===== config.mk =====
export PLATFORM = sky130hd
export DESIGN_NAME = kv_block_prefix_encoder
export DESIGN_NICKNAME = d
export VERILOG_FILES = /design/src/kvbpe_pkg.sv /design/src/kvbpe_ram.sv /design/src/kvbpe_queue.sv /design/src/kvbpe_front.sv /design/src/kvbpe_back.sv /design/src/kv_block_prefix_encoder.sv
export SDC_FILE = /design/constraint.sdc
export NUM_CORES = 2
export LEC_CHECK = 0
export BUFFER_PORTS_ARGS = -buffer_cell sky130_fd_sc_hd__buf_2
export CAP_MARGIN = 10
export CORE_UTILIZATION = 25
export CTS_CLUSTER_DIAMETER = 50
export DETAILED_ROUTE_END_ITERATION = 6
export GPL_TIMING_DRIVEN = 0
export PLACE_DENSITY = 0.43
export SLEW_MARGIN = 20
export SYNTH_ARGS = -nofsm -noshare
export SYNTH_HDL_FRONTEND = slang
export SYNTH_SLANG_ARGS = --single-unit

===== constraint.sdc =====
create_clock -name i_clk -period 9.56 [get_ports i_clk]
set_input_delay 0.956 -clock i_clk [delete_from_list [all_inputs] [get_ports i_clk]]
set_output_delay 0.956 -clock i_clk [all_outputs]
set_load 0.02 [all_outputs]

===== src/kvbpe_pkg.sv =====
`default_nettype none
package kvbpe_pkg;

    // Fixed field widths (key lengths up to 63, counts up to 127)
    localparam int KLEN_W      = 6;
    localparam int CNT_W       = 7;
    localparam int QUEUE_DEPTH = 4;
    localparam int QAW         = 2;
    localparam int PEND_W      = 3;
    localparam int HDR_BYTES   = 12;
    localparam int ENTRY_BYTES = 12;
    localparam int TRAIL_BYTES = 4;

    typedef enum logic [1:0] {
        FN_KEY    = 2'd0,
        FN_VALUE  = 2'd1,
        FN_FINISH = 2'd2,
        FN_CLEAR  = 2'd3
    } t_func;

    typedef enum logic [2:0] {
        CMD_BYTE = 3'b001,
        CMD_KEY  = 3'b010,
        CMD_FIN  = 3'b100
    } t_cmd_kind;

    // One queued job for the emitter
    typedef struct packed {
        t_cmd_kind           kind;
        logic [7:0]          data;
        logic                err;
        logic [KLEN_W-1:0]   shared;
        logic [KLEN_W-1:0]   key_len;
        logic [15:0]         vlen;
        logic                bank;
        logic [CNT_W-1:0]    groups;
        logic [CNT_W-1:0]    last_cnt;
        logic [31:0]         end_off;
    } t_cmd;

    // Pick byte k of a little-endian 32-bit word
    function automatic logic [7:0] le_byte(input logic [31:0] w, input logic [1:0] k);
        logic [31:0] s;
        s = w >> {k, 3'b000};
        return s[7:0];
    endfunction

endpackage
`default_nettype wire


===== src/kvbpe_ram.sv =====
`default_nettype none
module kvbpe_ram #(
    parameter int WIDTH = 8,
    parameter int DEPTH = 32
) (
    input  wire logic                                 i_clk,
    input  wire logic                                 i_we,
    input  wire logic [(DEPTH > 1 ? $clog2(DEPTH) : 1)-1:0] i_waddr,
    input  wire logic [WIDTH-1:0]                     i_wdata,
    input  wire logic [(DEPTH > 1 ? $clog2(DEPTH) : 1)-1:0] i_raddr,
    output logic      [WIDTH-1:0]                     o_rdata
);
    logic [WIDTH-1:0] r_mem [DEPTH];

    // Write port and registered read port
    always_ff @(posedge i_clk) begin
        if (i_we) begin
            r_mem[i_waddr] <= i_wdata;
        end
        o_rdata <= r_mem[i_raddr];
    end
endmodule
`default_nettype wire


===== src/kvbpe_queue.sv =====
`default_nettype none
module kvbpe_queue (
    input  wire logic            i_clk,
    input  wire logic            i_rst_n,
    input  wire logic            i_push,
    input  wire kvbpe_pkg::t_cmd i_cmd,
    output logic                 o_full,
    output logic                 o_valid,
    output kvbpe_pkg::t_cmd      o_cmd,
    input  wire logic            i_pop
);
    import kvbpe_pkg::*;

    t_cmd           r_mem [QUEUE_DEPTH];
    logic [QAW-1:0] r_wp, r_rp;
    logic [QAW:0]   r_cnt;

    assign o_full  = (r_cnt == (QAW+1)'(QUEUE_DEPTH));
    assign o_valid = (r_cnt != '0);
    assign o_cmd   = r_mem[r_rp];

    // Store pushed jobs
    always_ff @(posedge i_clk) begin
        if (i_push) begin
            r_mem[r_wp] <= i_cmd;
        end
    end

    // Advance pointers and fill count
    always_ff @(posedge i_clk) begin
        if (!i_rst_n) begin
            r_wp  <= '0;
            r_rp  <= '0;
            r_cnt <= '0;
        end else begin
            if (i_push) r_wp <= r_wp + QAW'(1);
            if (i_pop)  r_rp <= r_rp + QAW'(1);
            r_cnt <= r_cnt + (QAW+1)'(i_push) - (QAW+1)'(i_pop);
        end
    end

    a_no_overflow: assert property (@(posedge i_clk) disable iff (!i_rst_n)
        i_push |-> (!o_full || i_pop)) else $error("queue overflow");
    a_no_underflow: assert property (@(posedge i_clk) disable iff (!i_rst_n)
        i_pop |-> o_valid) else $error("queue underflow");
    a_cnt_track: assert property (@(posedge i_clk) disable iff (!i_rst_n)
        (i_push && !i_pop) |=> o_valid) else $error("pushed job not visible");
endmodule
`default_nettype wire


===== src/kvbpe_front.sv =====
`default_nettype none
module kvbpe_front #(
    parameter int GROUP_RECORDS = 16,
    parameter int MAX_KEY_LEN   = 32,
    parameter int MAX_RECORDS   = 64,
    parameter int KAW           = 5,
    parameter int GAW           = 2
) (
    input  wire logic                  i_clk,
    input  wire logic                  i_rst_n,
    input  wire logic                  i_valid,
    output logic                       o_ready,
    input  wire logic [1:0]            i_func,
    input  wire logic [7:0]            i_data_byte,
    input  wire logic                  i_byte_last,
    input  wire logic [15:0]           i_value_length,
    output logic                       o_push,
    output kvbpe_pkg::t_cmd            o_cmd,
    input  wire logic                  i_full,
    input  wire logic                  i_back_done,
    output logic                       o_busy,
    output logic                       o_key_we,
    output logic                       o_key_wbank,
    output logic [KAW-1:0]             o_key_waddr,
    output logic [7:0]                 o_key_wdata,
    output logic [KAW-1:0]             o_key_raddr,
    input  wire logic [1:0][7:0]       i_key_rdata,
    output logic                       o_off_we,
    output logic [GAW-1:0]             o_off_waddr,
    output logic [31:0]                o_off_wdata
);
    import kvbpe_pkg::*;

    typedef enum logic [1:0] {
        FS_IDLE = 2'b01,
        FS_KEY  = 2'b10
    } t_fstate;

    t_fstate             r_state, n_state;
    logic [7:0]          r_byte;
    logic                r_last;
    logic [15:0]         r_vlen;
    logic [KLEN_W-1:0]   r_cur_len, n_cur_len;
    logic [KLEN_W-1:0]   r_prev_len, n_prev_len;
    logic [KLEN_W-1:0]   r_shared, n_shared;
    logic                r_broken, n_broken;
    logic                r_too_long, n_too_long;
    logic [CNT_W-1:0]    r_rc, n_rc;
    logic [CNT_W-1:0]    r_in_grp, n_in_grp;
    logic [CNT_W-1:0]    r_groups, n_groups;
    logic [31:0]         r_bb, n_bb;
    logic                r_vdrop, n_vdrop;
    logic                r_cur_bank, n_cur_bank;
    logic [PEND_W-1:0]   r_pend, n_pend;

    logic                accept;
    logic                k_ok, match;
    logic [KLEN_W-1:0]   k_len, k_sh, k_shr;
    logic                k_tl, k_br;
    logic [7:0]          prev_byte;

    assign o_busy      = (r_pend != '0);
    assign o_ready     = (r_state == FS_IDLE) && !i_full
                         && !((i_func == FN_KEY) && (r_pend != '0));
    assign accept      = i_valid && o_ready;
    assign o_key_raddr = r_cur_len[KAW-1:0];
    assign o_key_waddr = r_cur_len[KAW-1:0];
    assign o_key_wdata = r_byte;
    assign o_key_wbank = r_cur_bank;
    assign prev_byte   = i_key_rdata[~r_cur_bank];

    // Compare one key byte against the previous key
    always_comb begin
        k_ok  = (r_cur_len < KLEN_W'(MAX_KEY_LEN));
        match = !r_broken && (r_cur_len < r_prev_len) && (prev_byte == r_byte);
        k_tl  = r_too_long || !k_ok;
        k_sh  = (k_ok && match) ? r_shared + KLEN_W'(1) : r_shared;
        k_br  = k_ok ? (r_broken || !match) : r_broken;
        k_len = k_ok ? r_cur_len + KLEN_W'(1) : r_cur_len;
        k_shr = (r_in_grp == '0) ? '0 : k_sh;
    end

    // Classify items and keep block bookkeeping
    always_comb begin
        n_state    = r_state;
        n_cur_len  = r_cur_len;
        n_prev_len = r_prev_len;
        n_shared   = r_shared;
        n_broken   = r_broken;
        n_too_long = r_too_long;
        n_rc       = r_rc;
        n_in_grp   = r_in_grp;
        n_groups   = r_groups;
        n_bb       = r_bb;
        n_vdrop    = r_vdrop;
        n_cur_bank = r_cur_bank;
        o_push     = 1'b0;
        o_cmd      = '0;
        o_cmd.kind = CMD_BYTE;
        o_key_we   = 1'b0;
        o_off_we   = 1'b0;
        o_off_waddr = r_groups[GAW-1:0];
        o_off_wdata = r_bb;
        unique case (r_state)
            FS_IDLE: begin
                if (accept) begin
                    unique case (i_func)
                        FN_KEY: begin
                            n_state = FS_KEY;
                        end
                        FN_VALUE: begin
                            o_push = 1'b1;
                            o_cmd.kind = CMD_BYTE;
                            if (r_vdrop) begin
                                o_cmd.err = 1'b1;
                                if (i_byte_last) n_vdrop = 1'b0;
                            end else begin
                                o_cmd.data = i_data_byte;
                                n_bb = r_bb + 32'd1;
                            end
                        end
                        FN_FINISH: begin
                            o_push = 1'b1;
                            o_cmd.kind     = CMD_FIN;
                            o_cmd.groups   = r_groups;
                            o_cmd.last_cnt = (r_in_grp == '0) ? CNT_W'(GROUP_RECORDS)
                                                              : r_in_grp;
                            o_cmd.end_off  = r_bb;
                            n_bb = r_bb + {22'd0, r_groups, 3'd0} + {23'd0, r_groups, 2'd0}
                                   + 32'(TRAIL_BYTES);
                        end
                        default: begin
                            n_cur_len  = '0;
                            n_shared   = '0;
                            n_broken   = 1'b0;
                            n_too_long = 1'b0;
                            n_prev_len = '0;
                            n_rc       = '0;
                            n_in_grp   = '0;
                            n_groups   = '0;
                            n_bb       = '0;
                            n_vdrop    = 1'b0;
                        end
                    endcase
                end
            end
            FS_KEY: begin
                n_state  = FS_IDLE;
                n_vdrop  = 1'b0;
                o_key_we = k_ok;
                if (r_last) begin
                    n_cur_len  = '0;
                    n_shared   = '0;
                    n_broken   = 1'b0;
                    n_too_long = 1'b0;
                    o_push     = 1'b1;
                    if (k_tl || (r_rc >= CNT_W'(MAX_RECORDS))) begin
                        // Drop the record and flag it
                        o_cmd.kind = CMD_BYTE;
                        o_cmd.err  = 1'b1;
                        n_vdrop    = 1'b1;
                    end else begin
                        o_cmd.kind    = CMD_KEY;
                        o_cmd.shared  = k_shr;
                        o_cmd.key_len = k_len;
                        o_cmd.vlen    = r_vlen;
                        o_cmd.bank    = r_cur_bank;
                        if (r_in_grp == '0) begin
                            o_off_we = 1'b1;
                            n_groups = r_groups + CNT_W'(1);
                        end
                        n_in_grp   = (r_in_grp == CNT_W'(GROUP_RECORDS - 1)) ? '0
                                     : r_in_grp + CNT_W'(1);
                        n_cur_bank = ~r_cur_bank;
                        n_prev_len = k_len;
                        n_rc       = r_rc + CNT_W'(1);
                        n_bb       = r_bb + 32'(HDR_BYTES) + 32'(k_len) - 32'(k_shr);
                    end
                end else begin
                    n_cur_len  = k_len;
                    n_shared   = k_sh;
                    n_broken   = k_br;
                    n_too_long = k_tl;
                end
            end
            default: n_state = FS_IDLE;
        endcase
        n_pend = r_pend + PEND_W'(o_push && (o_cmd.kind != CMD_BYTE)) - PEND_W'(i_back_done);
    end

    // Hold the accepted byte, last flag and value length
    always_ff @(posedge i_clk) begin
        if (accept) begin
            r_byte <= i_data_byte;
            r_last <= i_byte_last;
            r_vlen <= i_value_length;
        end
    end

    // Update state
    always_ff @(posedge i_clk) begin
        if (!i_rst_n) begin
            r_state    <= FS_IDLE;
            r_cur_len  <= '0;
            r_prev_len <= '0;
            r_shared   <= '0;
            r_broken   <= 1'b0;
            r_too_long <= 1'b0;
            r_rc       <= '0;
            r_in_grp   <= '0;
            r_groups   <= '0;
            r_bb       <= '0;
            r_vdrop    <= 1'b0;
            r_cur_bank <= 1'b0;
            r_pend     <= '0;
        end else begin
            r_state    <= n_state;
            r_cur_len  <= n_cur_len;
            r_prev_len <= n_prev_len;
            r_shared   <= n_shared;
            r_broken   <= n_broken;
            r_too_long <= n_too_long;
            r_rc       <= n_rc;
            r_in_grp   <= n_in_grp;
            r_groups   <= n_groups;
            r_bb       <= n_bb;
            r_vdrop    <= n_vdrop;
            r_cur_bank <= n_cur_bank;
            r_pend     <= n_pend;
        end
    end

    a_key_no_pend: assert property (@(posedge i_clk) disable iff (!i_rst_n)
        (r_state == FS_KEY) |-> (r_pend == '0)) else $error("key byte with emitter busy");
    a_done_pend: assert property (@(posedge i_clk) disable iff (!i_rst_n)
        i_back_done |-> (r_pend != '0)) else $error("done without pending job");
    a_key_one: assert property (@(posedge i_clk) disable iff (!i_rst_n)
        (r_state == FS_KEY) |=> (r_state == FS_IDLE)) else $error("key step stuck");
    a_push_room: assert property (@(posedge i_clk) disable iff (!i_rst_n)
        o_push |-> !i_full) else $error("push into full queue");
endmodule
`default_nettype wire


===== src/kvbpe_back.sv =====
`default_nettype none
module kvbpe_back #(
    parameter int GROUP_RECORDS = 16,
    parameter int KAW           = 5,
    parameter int GAW           = 2
) (
    input  wire logic            i_clk,
    input  wire logic            i_rst_n,
    input  wire logic            i_q_valid,
    input  wire kvbpe_pkg::t_cmd i_cmd,
    output logic                 o_pop,
    output logic [KAW-1:0]       o_key_raddr,
    input  wire logic [1:0][7:0] i_key_rdata,
    output logic [GAW-1:0]       o_off_raddr,
    input  wire logic [31:0]     i_off_rdata,
    output logic                 o_done,
    output logic                 o_valid,
    input  wire logic            i_ready,
    output logic [7:0]           o_out_byte,
    output logic                 o_run_last,
    output logic                 o_error
);
    import kvbpe_pkg::*;

    typedef enum logic [8:0] {
        BS_IDLE = 9'b000000001,
        BS_HDR  = 9'b000000010,
        BS_KEY  = 9'b000000100,
        BS_FA   = 9'b000001000,
        BS_FB   = 9'b000010000,
        BS_FW   = 9'b000100000,
        BS_FC   = 9'b001000000,
        BS_FENT = 9'b010000000,
        BS_FCNT = 9'b100000000
    } t_bstate;

    t_bstate           r_state, n_state;
    t_cmd              r_cmd, n_cmd;
    logic [3:0]        r_bcnt, n_bcnt;
    logic [KLEN_W-1:0] r_kidx, n_kidx;
    logic [CNT_W-1:0]  r_gi, n_gi;
    logic [CNT_W-1:0]  r_gaddr, n_gaddr;
    logic [31:0]       r_cur, n_cur;
    logic [31:0]       r_nxt, n_nxt;
    logic              r_ovalid;
    logic [7:0]        r_obyte;
    logic              r_olast, r_oerr;

    logic              out_free, emit, e_last, e_err;
    logic [7:0]        e_byte;
    logic [31:0]       word;
    logic [KLEN_W-1:0] unshared;
    logic              more_grp;

    assign out_free    = !r_ovalid || i_ready;
    assign o_key_raddr = n_kidx[KAW-1:0];
    assign o_off_raddr = r_gaddr[GAW-1:0];
    assign unshared    = r_cmd.key_len - r_cmd.shared;
    assign more_grp    = ({1'b0, r_gi} + 8'd1) < {1'b0, r_cmd.groups};
    assign o_valid     = r_ovalid;
    assign o_out_byte  = r_obyte;
    assign o_run_last  = r_olast;
    assign o_error     = r_oerr;

    // Sequence the bytes of each job
    always_comb begin
        n_state = r_state;
        n_cmd   = r_cmd;
        n_bcnt  = r_bcnt;
        n_kidx  = r_kidx;
        n_gi    = r_gi;
        n_gaddr = r_gaddr;
        n_cur   = r_cur;
        n_nxt   = r_nxt;
        o_pop   = 1'b0;
        o_done  = 1'b0;
        emit    = 1'b0;
        e_byte  = '0;
        e_last  = 1'b0;
        e_err   = 1'b0;
        word    = '0;
        unique case (r_state)
            BS_IDLE: begin
                if (i_q_valid) begin
                    if (i_cmd.kind == CMD_BYTE) begin
                        if (out_free) begin
                            o_pop  = 1'b1;
                            emit   = 1'b1;
                            e_byte = i_cmd.data;
                            e_err  = i_cmd.err;
                            e_last = 1'b1;
                        end
                    end else begin
                        o_pop  = 1'b1;
                        n_cmd  = i_cmd;
                        n_bcnt = '0;
                        n_gi   = '0;
                        n_gaddr = '0;
                        n_kidx = i_cmd.shared;
                        if (i_cmd.kind == CMD_KEY) begin
                            n_state = BS_HDR;
                        end else if (i_cmd.groups == '0) begin
                            n_state = BS_FCNT;
                        end else begin
                            n_state = BS_FA;
                        end
                    end
                end
            end
            BS_HDR: begin
                unique case (r_bcnt[3:2])
                    2'd0:    word = {26'd0, r_cmd.shared};
                    2'd1:    word = {26'd0, unshared};
                    default: word = {16'd0, r_cmd.vlen};
                endcase
                e_byte = le_byte(word, r_bcnt[1:0]);
                if (out_free) begin
                    emit   = 1'b1;
                    e_last = (r_bcnt == 4'(HDR_BYTES - 1)) && (unshared == '0);
                    if (r_bcnt == 4'(HDR_BYTES - 1)) begin
                        n_bcnt = '0;
                        if (unshared == '0) begin
                            o_done  = 1'b1;
                            n_state = BS_IDLE;
                        end else begin
                            n_state = BS_KEY;
                        end
                    end else begin
                        n_bcnt = r_bcnt + 4'd1;
                    end
                end
            end
            BS_KEY: begin
                e_byte = i_key_rdata[r_cmd.bank];
                if (out_free) begin
                    emit   = 1'b1;
                    n_kidx = r_kidx + KLEN_W'(1);
                    e_last = (n_kidx == r_cmd.key_len);
                    if (e_last) begin
                        o_done  = 1'b1;
                        n_state = BS_IDLE;
                    end
                end
            end
            BS_FA: begin
                n_state = BS_FB;
            end
            BS_FB: begin
                n_cur   = i_off_rdata;
                n_gaddr = r_gi + CNT_W'(1);
                n_state = BS_FW;
            end
            BS_FW: begin
                n_state = BS_FC;
            end
            BS_FC: begin
                n_nxt   = more_grp ? i_off_rdata : r_cmd.end_off;
                n_bcnt  = '0;
                n_state = BS_FENT;
            end
            BS_FENT: begin
                unique case (r_bcnt[3:2])
                    2'd0:    word = more_grp ? 32'(GROUP_RECORDS)
                                             : {25'd0, r_cmd.last_cnt};
                    2'd1:    word = r_nxt - r_cur;
                    default: word = r_cur;
                endcase
                e_byte = le_byte(word, r_bcnt[1:0]);
                if (out_free) begin
                    emit = 1'b1;
                    if (r_bcnt == 4'(ENTRY_BYTES - 1)) begin
                        n_bcnt = '0;
                        n_cur  = r_nxt;
                        n_gi   = r_gi + CNT_W'(1);
                        if (more_grp) begin
                            n_gaddr = r_gi + CNT_W'(2);
                            n_state = BS_FW;
                        end else begin
                            n_state = BS_FCNT;
                        end
                    end else begin
                        n_bcnt = r_bcnt + 4'd1;
                    end
                end
            end
            BS_FCNT: begin
                word   = {25'd0, r_cmd.groups};
                e_byte = le_byte(word, r_bcnt[1:0]);
                if (out_free) begin
                    emit = 1'b1;
                    if (r_bcnt == 4'(TRAIL_BYTES - 1)) begin
                        e_last  = 1'b1;
                        o_done  = 1'b1;
                        n_bcnt  = '0;
                        n_state = BS_IDLE;
                    end else begin
                        n_bcnt = r_bcnt + 4'd1;
                    end
                end
            end
            default: n_state = BS_IDLE;
        endcase
    end

    // Hold job context
    always_ff @(posedge i_clk) begin
        r_cmd   <= n_cmd;
        r_bcnt  <= n_bcnt;
        r_kidx  <= n_kidx;
        r_gi    <= n_gi;
        r_gaddr <= n_gaddr;
        r_cur   <= n_cur;
        r_nxt   <= n_nxt;
        if (emit) begin
            r_obyte <= e_byte;
            r_olast <= e_last;
            r_oerr  <= e_err;
        end
    end

    // Control state and output beat
    always_ff @(posedge i_clk) begin
        if (!i_rst_n) begin
            r_state  <= BS_IDLE;
            r_ovalid <= 1'b0;
        end else begin
            r_state <= n_state;
            if (emit) begin
                r_ovalid <= 1'b1;
            end else if (i_ready) begin
                r_ovalid <= 1'b0;
            end
        end
    end

    a_emit_room: assert property (@(posedge i_clk) disable iff (!i_rst_n)
        emit |-> out_free) else $error("beat overwritten");
    a_done_last: assert property (@(posedge i_clk) disable iff (!i_rst_n)
        o_done |=> (r_ovalid && r_olast)) else $error("job ended without last beat");
    a_pop_idle: assert property (@(posedge i_clk) disable iff (!i_rst_n)
        o_pop |-> (r_state == BS_IDLE)) else $error("pop while busy");
endmodule
`default_nettype wire


===== src/kv_block_prefix_encoder.sv =====
// Key-value block encoder with prefix compression and restart groups.
// Input channel (i_valid/o_ready): func selects key byte, value byte,
// finish or clear; a key's last byte carries the value length.
// Output channel (o_valid/i_ready): one encoded block byte per beat, with
// o_run_last on the final beat caused by an input item and o_error on the
// single beat returned for a dropped key or dropped value byte.
// A key byte gets a prefix RAM read then a compare in the front; value,
// finish and clear items are handled as accepted. A key byte is held off
// while a key record or finish is still being emitted, since those read
// the key and group offset RAMs. Value bytes stream at one per cycle,
// unless stalled, through a 4-entry job queue. A key record emits 12 +
// unshared bytes, one per cycle unless stalled; a finish emits 12 bytes
// per group plus 4, with offset RAM reads in FA, FB, FW, FC before the
// first group and in FW, FC before each later one. A stalled receiver
// holds the output register; the queue keeps accepting value bytes
// until it fills. Reset (and a clear item) empties the block.
`default_nettype none
module kv_block_prefix_encoder #(
    parameter int GROUP_RECORDS = 16,
    parameter int MAX_KEY_LEN   = 32,
    parameter int MAX_RECORDS   = 64
) (
    input  wire logic        i_clk,
    input  wire logic        i_rst_n,
    input  wire logic        i_valid,
    output logic             o_ready,
    input  wire logic [1:0]  i_func,
    input  wire logic [7:0]  i_data_byte,
    input  wire logic        i_byte_last,
    input  wire logic [15:0] i_value_length,
    output logic             o_valid,
    input  wire logic        i_ready,
    output logic [7:0]       o_out_byte,
    output logic             o_run_last,
    output logic             o_error
);
    import kvbpe_pkg::*;

    localparam int KAW  = (MAX_KEY_LEN > 1) ? $clog2(MAX_KEY_LEN) : 1;
    localparam int NGRP = (MAX_RECORDS + GROUP_RECORDS - 1) / GROUP_RECORDS;
    localparam int GAW  = (NGRP > 1) ? $clog2(NGRP) : 1;

    t_cmd             f_cmd, q_cmd;
    logic             f_push, q_full, q_valid, b_pop, b_done, f_busy;
    logic             k_we, k_wbank;
    logic [KAW-1:0]   k_waddr, f_raddr, b_raddr, k_raddr;
    logic [7:0]       k_wdata;
    logic [1:0][7:0]  k_rdata;
    logic             g_we;
    logic [GAW-1:0]   g_waddr, g_raddr;
    logic [31:0]      g_wdata, g_rdata;

    // Key RAM read port belongs to the emitter while a job is pending
    assign k_raddr = f_busy ? b_raddr : f_raddr;

    kvbpe_front #(
        .GROUP_RECORDS (GROUP_RECORDS),
        .MAX_KEY_LEN   (MAX_KEY_LEN),
        .MAX_RECORDS   (MAX_RECORDS),
        .KAW           (KAW),
        .GAW           (GAW)
    ) u_front (
        .i_clk          (i_clk),
        .i_rst_n        (i_rst_n),
        .i_valid        (i_valid),
        .o_ready        (o_ready),
        .i_func         (i_func),
        .i_data_byte    (i_data_byte),
        .i_byte_last    (i_byte_last),
        .i_value_length (i_value_length),
        .o_push         (f_push),
        .o_cmd          (f_cmd),
        .i_full         (q_full),
        .i_back_done    (b_done),
        .o_busy         (f_busy),
        .o_key_we       (k_we),
        .o_key_wbank    (k_wbank),
        .o_key_waddr    (k_waddr),
        .o_key_wdata    (k_wdata),
        .o_key_raddr    (f_raddr),
        .i_key_rdata    (k_rdata),
        .o_off_we       (g_we),
        .o_off_waddr    (g_waddr),
        .o_off_wdata    (g_wdata)
    );

    // Two key banks: current key and previous key swap on each record
    for (genvar b = 0; b < 2; b++) begin : g_bank
        kvbpe_ram #(
            .WIDTH (8),
            .DEPTH (MAX_KEY_LEN)
        ) u_key_ram (
            .i_clk   (i_clk),
            .i_we    (k_we && (k_wbank == 1'(b))),
            .i_waddr (k_waddr),
            .i_wdata (k_wdata),
            .i_raddr (k_raddr),
            .o_rdata (k_rdata[b])
        );
    end

    kvbpe_ram #(
        .WIDTH (32),
        .DEPTH (NGRP)
    ) u_off_ram (
        .i_clk   (i_clk),
        .i_we    (g_we),
        .i_waddr (g_waddr),
        .i_wdata (g_wdata),
        .i_raddr (g_raddr),
        .o_rdata (g_rdata)
    );

    kvbpe_queue u_queue (
        .i_clk   (i_clk),
        .i_rst_n (i_rst_n),
        .i_push  (f_push),
        .i_cmd   (f_cmd),
        .o_full  (q_full),
        .o_valid (q_valid),
        .o_cmd   (q_cmd),
        .i_pop   (b_pop)
    );

    kvbpe_back #(
        .GROUP_RECORDS (GROUP_RECORDS),
        .KAW           (KAW),
        .GAW           (GAW)
    ) u_back (
        .i_clk       (i_clk),
        .i_rst_n     (i_rst_n),
        .i_q_valid   (q_valid),
        .i_cmd       (q_cmd),
        .o_pop       (b_pop),
        .o_key_raddr (b_raddr),
        .i_key_rdata (k_rdata),
        .o_off_raddr (g_raddr),
        .i_off_rdata (g_rdata),
        .o_done      (b_done),
        .o_valid     (o_valid),
        .i_ready     (i_ready),
        .o_out_byte  (o_out_byte),
        .o_run_last  (o_run_last),
        .o_error     (o_error)
    );
endmodule
`default_nettype wire

After elaboration in Yosys (flattened, before gate mapping)
Memories as Yosys holds them, arrays and structs flattened. A register that Yosys moved wholly into a read port is not among the register bits.
Index checks and enable logic that the tools add are counted.
{ "word_totals": {"register_bits": 290, "ramBits": 988, "inputBits": 31, "output_inout_bits": 12, "wordCells": 334, "n_memories": 4} }
{ "classes": {"n_addsub": 25, "n_lt_le_gt_ge": 6, "eq_ne": 44, "shifts": 3, "mux": 154, "n_bitwise": 3, "n_reduce_logical": 57} }
{ "memory_table": {"columns": ["memory", "words", "word_bits", "rd", "rd_clocked_by_memory_dff", "wr", "line_no", "rtl"], "rows": [
  ["u_queue.r_mem", 4, 87, 1, 1, 1, "kvbpe_queue.sv:14", "t_cmd r_mem [QUEUE_DEPTH];"],
  ["g_bank[0].u_key_ram.r_mem", 32, 8, 1, 1, 1, "kvbpe_ram.sv:13", "logic [WIDTH-1:0] r_mem [DEPTH];"],
  ["g_bank[1].u_key_ram.r_mem", 32, 8, 1, 1, 1, "kvbpe_ram.sv:13", null],
  ["u_off_ram.r_mem", 4, 32, 1, 1, 1, "kvbpe_ram.sv:13", null]
]} }
{ "ops": {"columns": ["cell", "n"], "rows": [
  ["$mux W32", 9],
  ["$pmux W32 S2", 3],
  ["$mux W46", 3],
  ["$mux W9", 14],
  ["$mux W7", 16],
  ["$pmux W32 S3", 1],
  ["$pmux W9 S9", 1],
  ["$mux W6", 12],
  ["$mux W8", 9],
  ["$shr A32 B5 Y8", 2],
  ["$mux W29", 2],
  ["$pmux W7 S2", 4],
  ["$pmux W6 S2", 4],
  ["$mux W1", 44],
  ["$pmux W8 S5", 1],
  ["$add A32 B1 Y32 const B", 1],
  ["$add A32 B10 Y32", 1],
  ["$add A32 B3 Y32 const B", 1],
  ["$add A32 B4 Y32 const B", 1],
  ["$add A32 B6 Y32", 1],
  ["$add A32 B9 Y32", 1],
  ["$pmux W16 S2", 1],
  ["$sub A32 B32 Y32", 1],
  ["$sub A32 B6 Y32", 1],
  ["other kinds (69)", 158]
]} }

Depth between registers and ports, before layout
{ "logic_depth": {"ltp_word": 12, "mapped_depth": 25, "ltp_nobuf": 25} }

Modules after synthesis
A second synthesis with hierarchy kept.
{ "unflattened": {"cells_unflattened": 3692, "area_unflattened_um2": 58197.1} }
{ "modules_own_cells": {"columns": ["mod", "instances", "cells_per_inst", "area_each_um2", "seq_area_each_um2"], "rows": [
  ["kvbpe_ram at g_bank[0].u_key_ram ...", 2, 417, 10053.4, 7847.5],
  ["kvbpe_queue", 1, 498, 12998.7, 10630.2],
  ["kvbpe_back", 1, 967, 10278.6, 5195.0],
  ["kvbpe_front", 1, 1183, 9414.0, 2352.3],
  ["kvbpe_ram at u_off_ram", 1, 203, 5330.1, 4484.3],
  ["kv_block_prefix_encoder", 1, 7, 68.8, 0.0]
]} }

Worst setup path before layout
OpenSTA, ideal clock, no wires.
{ "synth_path": {"kind": "register to register", "start": "register u_back.r_state[3]", "end": "register g_bank[1].u_key_ram.o_rdata[6], read port of g_bank[1].u_key_ram.r_mem", "setup_ns": 0.092, "arrival_time_ns": 8.481, "required_ns": 9.468, "setup_slack_ns": 0.988, "stages_incl_launch_ff": 14, "n_path_buf": 3, "period_less_slack_ns": 8.572, "cell_sequence": "dfxtp_1 > buf_2 > nor4b_1 > nand3_1 > nor3_1 > a22oi_1 > nand2_1 > mux2_2 > nand2b_1 > or2_2 > clkbuf_1 > clkbuf_1 > o22ai_1 > nor4_1"} }
{ "synth_via": {"elab_chain_len": 3, "word_cells_on_any_way": 4, "classes_between": "2 x eq/ne; 2 x mux"} }
{ "synth_rtl": {"columns": ["item", "line_no", "rtl"], "rows": [
  ["start, declared", "kvbpe_back.sv:37", "t_bstate r_state, n_state;"],
  ["start signal, assigned", "kvbpe_back.sv:227", "r_state <= n_state;"],
  ["$eq A9 B3 Y1 / $eq A9 B1 Y1 (equally long branches)", "kvbpe_back.sv:82", "unique case (r_state)"],
  ["$pmux W6 S2 *", "kvbpe_back.sv:82", null],
  ["net b_raddr[4]", "kv_block_prefix_encoder.sv:46", "logic [KAW-1:0] k_waddr, f_raddr, b_raddr, k_raddr;"],
  ["$mux W5 *", "kv_block_prefix_encoder.sv:54", "assign k_raddr = f_busy ? b_raddr : f_raddr;"],
  ["end, declared", "kvbpe_ram.sv:11", "output logic [WIDTH-1:0] o_rdata"]
]} }
Mark *: on every way through the listed nets, which the timed path passes. The rest lies on a longest branch.
A chain may end at the register's enable or synchronous reset.

Worst setup path after layout
{ "layout_path": {"start": "register u_front.r_cur_bank, in the netlist u_front.o_key_wbank", "end": "register u_front.r_bb[28], in the netlist u_front.o_off_wdata[28]"} }
{ "layout_via": {"elab_chain_len": 11} }
{ "layout_rtl": {"columns": ["item", "line_no", "rtl"], "rows": [
  ["start, declared", "kvbpe_front.sv:53", "logic r_cur_bank, n_cur_bank;"],
  ["start signal, assigned", "kvbpe_front.sv:228", "r_cur_bank <= n_cur_bank;"],
  ["$mux W8 (not written as such) (2 in a row)", "kvbpe_front.sv:70", "assign prev_byte = i_key_rdata[~r_cur_bank];"],
  ["$eq A8 B8 Y1", "kvbpe_front.sv:75", "match = !r_broken && (r_cur_len < r_prev_len) && (prev_byte == r_byte);"],
  ["$logic_and A1 B1 Y1", "kvbpe_front.sv:75", null],
  ["$logic_and A1 B1 Y1", "kvbpe_front.sv:77", "k_sh = (k_ok && match) ? r_shared + KLEN_W'(1) : r_shared;"],
  ["$mux W6", "kvbpe_front.sv:77", null],
  ["$mux W6", "kvbpe_front.sv:80", "k_shr = (r_in_grp == '0) ? '0 : k_sh;"],
  ["$sub A32 B6 Y32", "kvbpe_front.sv:177", "n_bb = r_bb + 32'(HDR_BYTES) + 32'(k_len) - 32'(k_shr);"],
  ["$mux W32", "kvbpe_front.sv:157", "if (k_tl || (r_rc >= CNT_W'(MAX_RECORDS))) begin"],
  ["$mux W32", "kvbpe_front.sv:151", "if (r_last) begin"],
  ["$pmux W32 S2", "kvbpe_front.sv:104", "unique case (r_state)"],
  ["end signal, assigned", "kvbpe_front.sv:226", "r_bb <= n_bb;"],
  ["end, declared", "kvbpe_front.sv:51", "logic [31:0] r_bb, n_bb;"]
]} }
Every way passes these cells. The select of a mux whose other input is x is not followed.

==> impl_metrics.yaml <==
outcome:
  status: "finished with violations"
  violations: "DRC"
detailed_routing:
  viasPerCell: 4.77
  dr_total_vias: 36558
  drtPass1Iterations: 7
  ant_nets: 0
  remaining_drc_errors: 1
  drt_iter0_markers: 3299
  routedWlPerCell_um: 23.4
  wl_um: 179000
floorplan:
  dieArea_mm2: 0.234
  die_x_um: 484
  die_h_um: 484
  design.core.area_mm2: 0.231
  pin_count: 43
  rows: 176
  start_util_pct: 25.2
global_routing:
  grt_pass1_wl_um: 261000
  antenna_found_initial: 13
  grt_usage_pct: 15.1
  grt_overflow: 0
  grt_pass1_vias: 36308
  grt_max_degree: 40
clocking:
  clock_latency_ns: 0.82
  cts_resized: 0
  post_cts_buffers: 0
  cts_made_buffers: 164
  cts_tree: "done"
  cts_buffer_depth: 3
  cts-root-buf: "clkbuf_16"
  cts.sinks: 1328
  path_clk_slew_ns: 0.06
  holdBufCountCts: 0
  htreeDepth: 4
sta:
  slew_headroom_pct: 21.5
  clock_skew_ns: 0.0467
  worstMarginPinSlew_ns: 1.17
  grt_setup_unrepaired: "false"
  period_needed_ns: 8.47
  final_hold_viol_count: 0
  period_share_pct: 88.6
  whs_ns: 0.333
  slew_violations: 0
  setup_viol: 0
  timing.fmax_ghz: 0.118
worst_hold_path:
  hold_depth: 1
  hp-class: "primary input to flip-flop"
  worstHoldStart: "i_value_length[11]"
yosys:
  syn_avg_cell_area_um2: 13.7
  seq_area_frac_synth_pct: 66.0
  syn_area_mm2: 0.0581
  synth_area_leader_cell: "edfxtp_1"
  synth_commonest_cells: "1176 x edfxtp_1, 489 x nand2_1, 254 x nor2_1"
  ys_seq_elements: 1328
  synth_edf_count: 1176
  synth.top_cell.area_share_pct: 60.8
  ys_top_cells_by_area: "edfxtp_1 61%, dfxtp_1 5.2%, mux4_2 4.6%"
  ys_warn_count: 0
  synthCells: 4231
  synthesis.nets: 4456
  async_flop_share_pct: 0
  synth.most_common_cell: "edfxtp_1"
  dominantRegCellSynth: "edfxtp_1"
  synth.distinct_cells: 79
power_and_ir_drop:
  ir_drop_v: 0.000153
  fin_total_pwr_mw: 17.3
  p_leak_nw: 23.0
  power_density_mw_per_mm2: 252
placement:
  gp_congestion: 0.867
  portBuffers: 42
  dp_hpwl_um: 131000
setup_path:
  regToRegSetupSlack_ns: 1.09
  critPathRequiredTime_ns: 10.29
  worst_setup_path_end_kind: "flip-flop"
  start_kind: "flip-flop"
  crit_type: "flip-flop to flip-flop"
  timing.critical_path.fanout_max: 10
  startpoint: "u_front.o_key_wbank$_SDFFE_PN0P_"
  r2r_cells: 21
  reg2reg_from: "u_front.o_key_wbank$_SDFFE_PN0P_"
  cp.arrival_ns: 9.20
final_layout:
  multi_input_area_mm2: 0.0183
  area_growth_pct: 18.1
  fillers: 23151
  drive_gt1_share_pct: 13.0
  fin_nets: 4719
  final-seq-area_mm2: 0.0384
run:
  drv_cap: 0
final cells by class:
| cell class | count | area share [%] |
|---|---|---|
| multi-input cells | 2539 | 26.7 |
| diodes | 4 | 0.0146 |
| repair buffers | 97 | 1.78 |
| clock buffers | 207 | 6.41 |
| plain buffers | 218 | 1.39 |
| well taps | 3026 | 5.52 |
| clock inverters | 97 | 1.50 |
| inverters | 146 | 0.799 |
| flip-flops and latches | 1328 | 55.9 |
layer usage:
layer  up-vias  GRT usage [%]  routed length, um
li1      16684              -                  -
met1     18620           22.4              87500
met2      1017           22.6              78500
met3       235           2.09               8750
met4         2           4.69               4680
met5         -              0                  8
cells in the final DEF, fill, tap and decap left out, types with 25 or more instances in the layout:
| cell | synthesis | routed |
|---|---|---|
| a21o_1 | 44 | 44 |
| and2_1 | 174 | 170 |
| and3_1 | 38 | 34 |
| edfxtp_1 | 1176 | 1176 |
| xnor2_1 | 72 | 72 |
| a21oi_1 | 127 | 127 |
| nor2_1 | 254 | 254 |
| clkinv_1 | 3 | 25 |
| clkbuf_16 | 0 | 167 |
| mux2i_1 | 30 | 29 |
| buf_2 | 26 | 69 |
| ha_1 | 177 | 177 |
| dfxtp_1 | 152 | 152 |
| a31oi_1 | 155 | 154 |
| nand2_1 | 489 | 488 |
| clkbuf_1 | 149 | 175 |
| a221oi_1 | 31 | 31 |
| xor2_1 | 50 | 50 |
| nand3_1 | 54 | 54 |
| nor3_1 | 37 | 35 |
| mux4_2 | 119 | 119 |
| o22ai_1 | 77 | 77 |
| a211oi_1 | 167 | 167 |
| inv_1 | 141 | 140 |
| mux2_2 | 35 | 35 |
| o21ai_0 | 109 | 108 |
registers in the layout, summed over array words and instances (netlist names), 9 cells and up, named ones only:
register / flops
g_bank.u_key_ram.o_rdata: 16
g_bank.u_key_ram.r_mem: 512
u_back.r_cmd: 75
u_back.r_cur: 32
u_back.r_nxt: 32
u_back.r_state: 9
u_front.o_off_wdata: 32
u_front.r_vlen: 16
u_off_ram.o_rdata: 32
u_off_ram.r_mem: 128
u_queue.r_mem: 348
metrics by stage:
| stage | cell area (um2) | setup TNS, ns | cells | util (%) | setup slack, ns |
|---|---|---|---|---|---|
| 2_1_floorplan | 58100 | 0 | 4231 | - | 0.988 |
| 3_3_place_gp | 62100 | -151.90 | 7299 | 26.9 | -4.26 |
| 3_5_place_dp | 63200 | 0 | 7354 | 27.4 | 1.15 |
| 4_1_cts | 68600 | 0 | 7658 | 29.8 | 1.10 |
| 5_1_grt | 68600 | 0 | 7659 | 29.8 | 0.644 |
| 6_report | 68600 | 0 | 7662 | 29.8 | 1.09 |
worst max-delay path, cell delays in order, from the launching register on:
cell       delay [ns]
dfxtp_1          0.39
buf_1            0.67
mux2i_1          0.34
xnor2_1          0.21
nor4_1           0.81
nand3_1          0.46
a21oi_1          0.64
mux2i_1          0.29
or2_2            0.35
fa_1             0.40
fa_1             0.47
ha_1             0.30
a21o_1           0.19
a21oi_1          0.30
o211a_1          0.26
o22a_1           0.21
a21oi_1          0.14
o41ai_1          0.77
o21ai_0          0.43
a2111oi_0        0.49
a31oi_1          0.10
o22ai_1          0.16
kinds of logic (layout without fill, tap and decap cells):
kind of cell	Yosys count	after routing	share of synthesized area, %
other	0	4	0
adders and majority gates	194	194	4.40
xor gates and xnor gates	122	122	1.84
AOI/OAI and AO/OA	847	847	9.70
buffers and inverters	364	765	2.56
muxes	185	185	5.84
DFF	1328	1328	66.0
and+or+nand+nor	1191	1191	9.66
where the power goes:
group          switching [mW]  internal [mW]
clock network            2.59           3.57
registers               0.362           7.00
logic                    2.31           1.42
final timing paths:
check                                         end
max          u_front.o_off_wdata[28]$_SDFFE_PN0P_
min                  u_front.r_vlen[11]$_DFFE_PP_
max reg2reg  u_front.o_off_wdata[28]$_SDFFE_PN0P_
min reg2reg          u_front.r_rc[1]$_SDFFE_PN0P_
(Power assumes the default switching activity.)
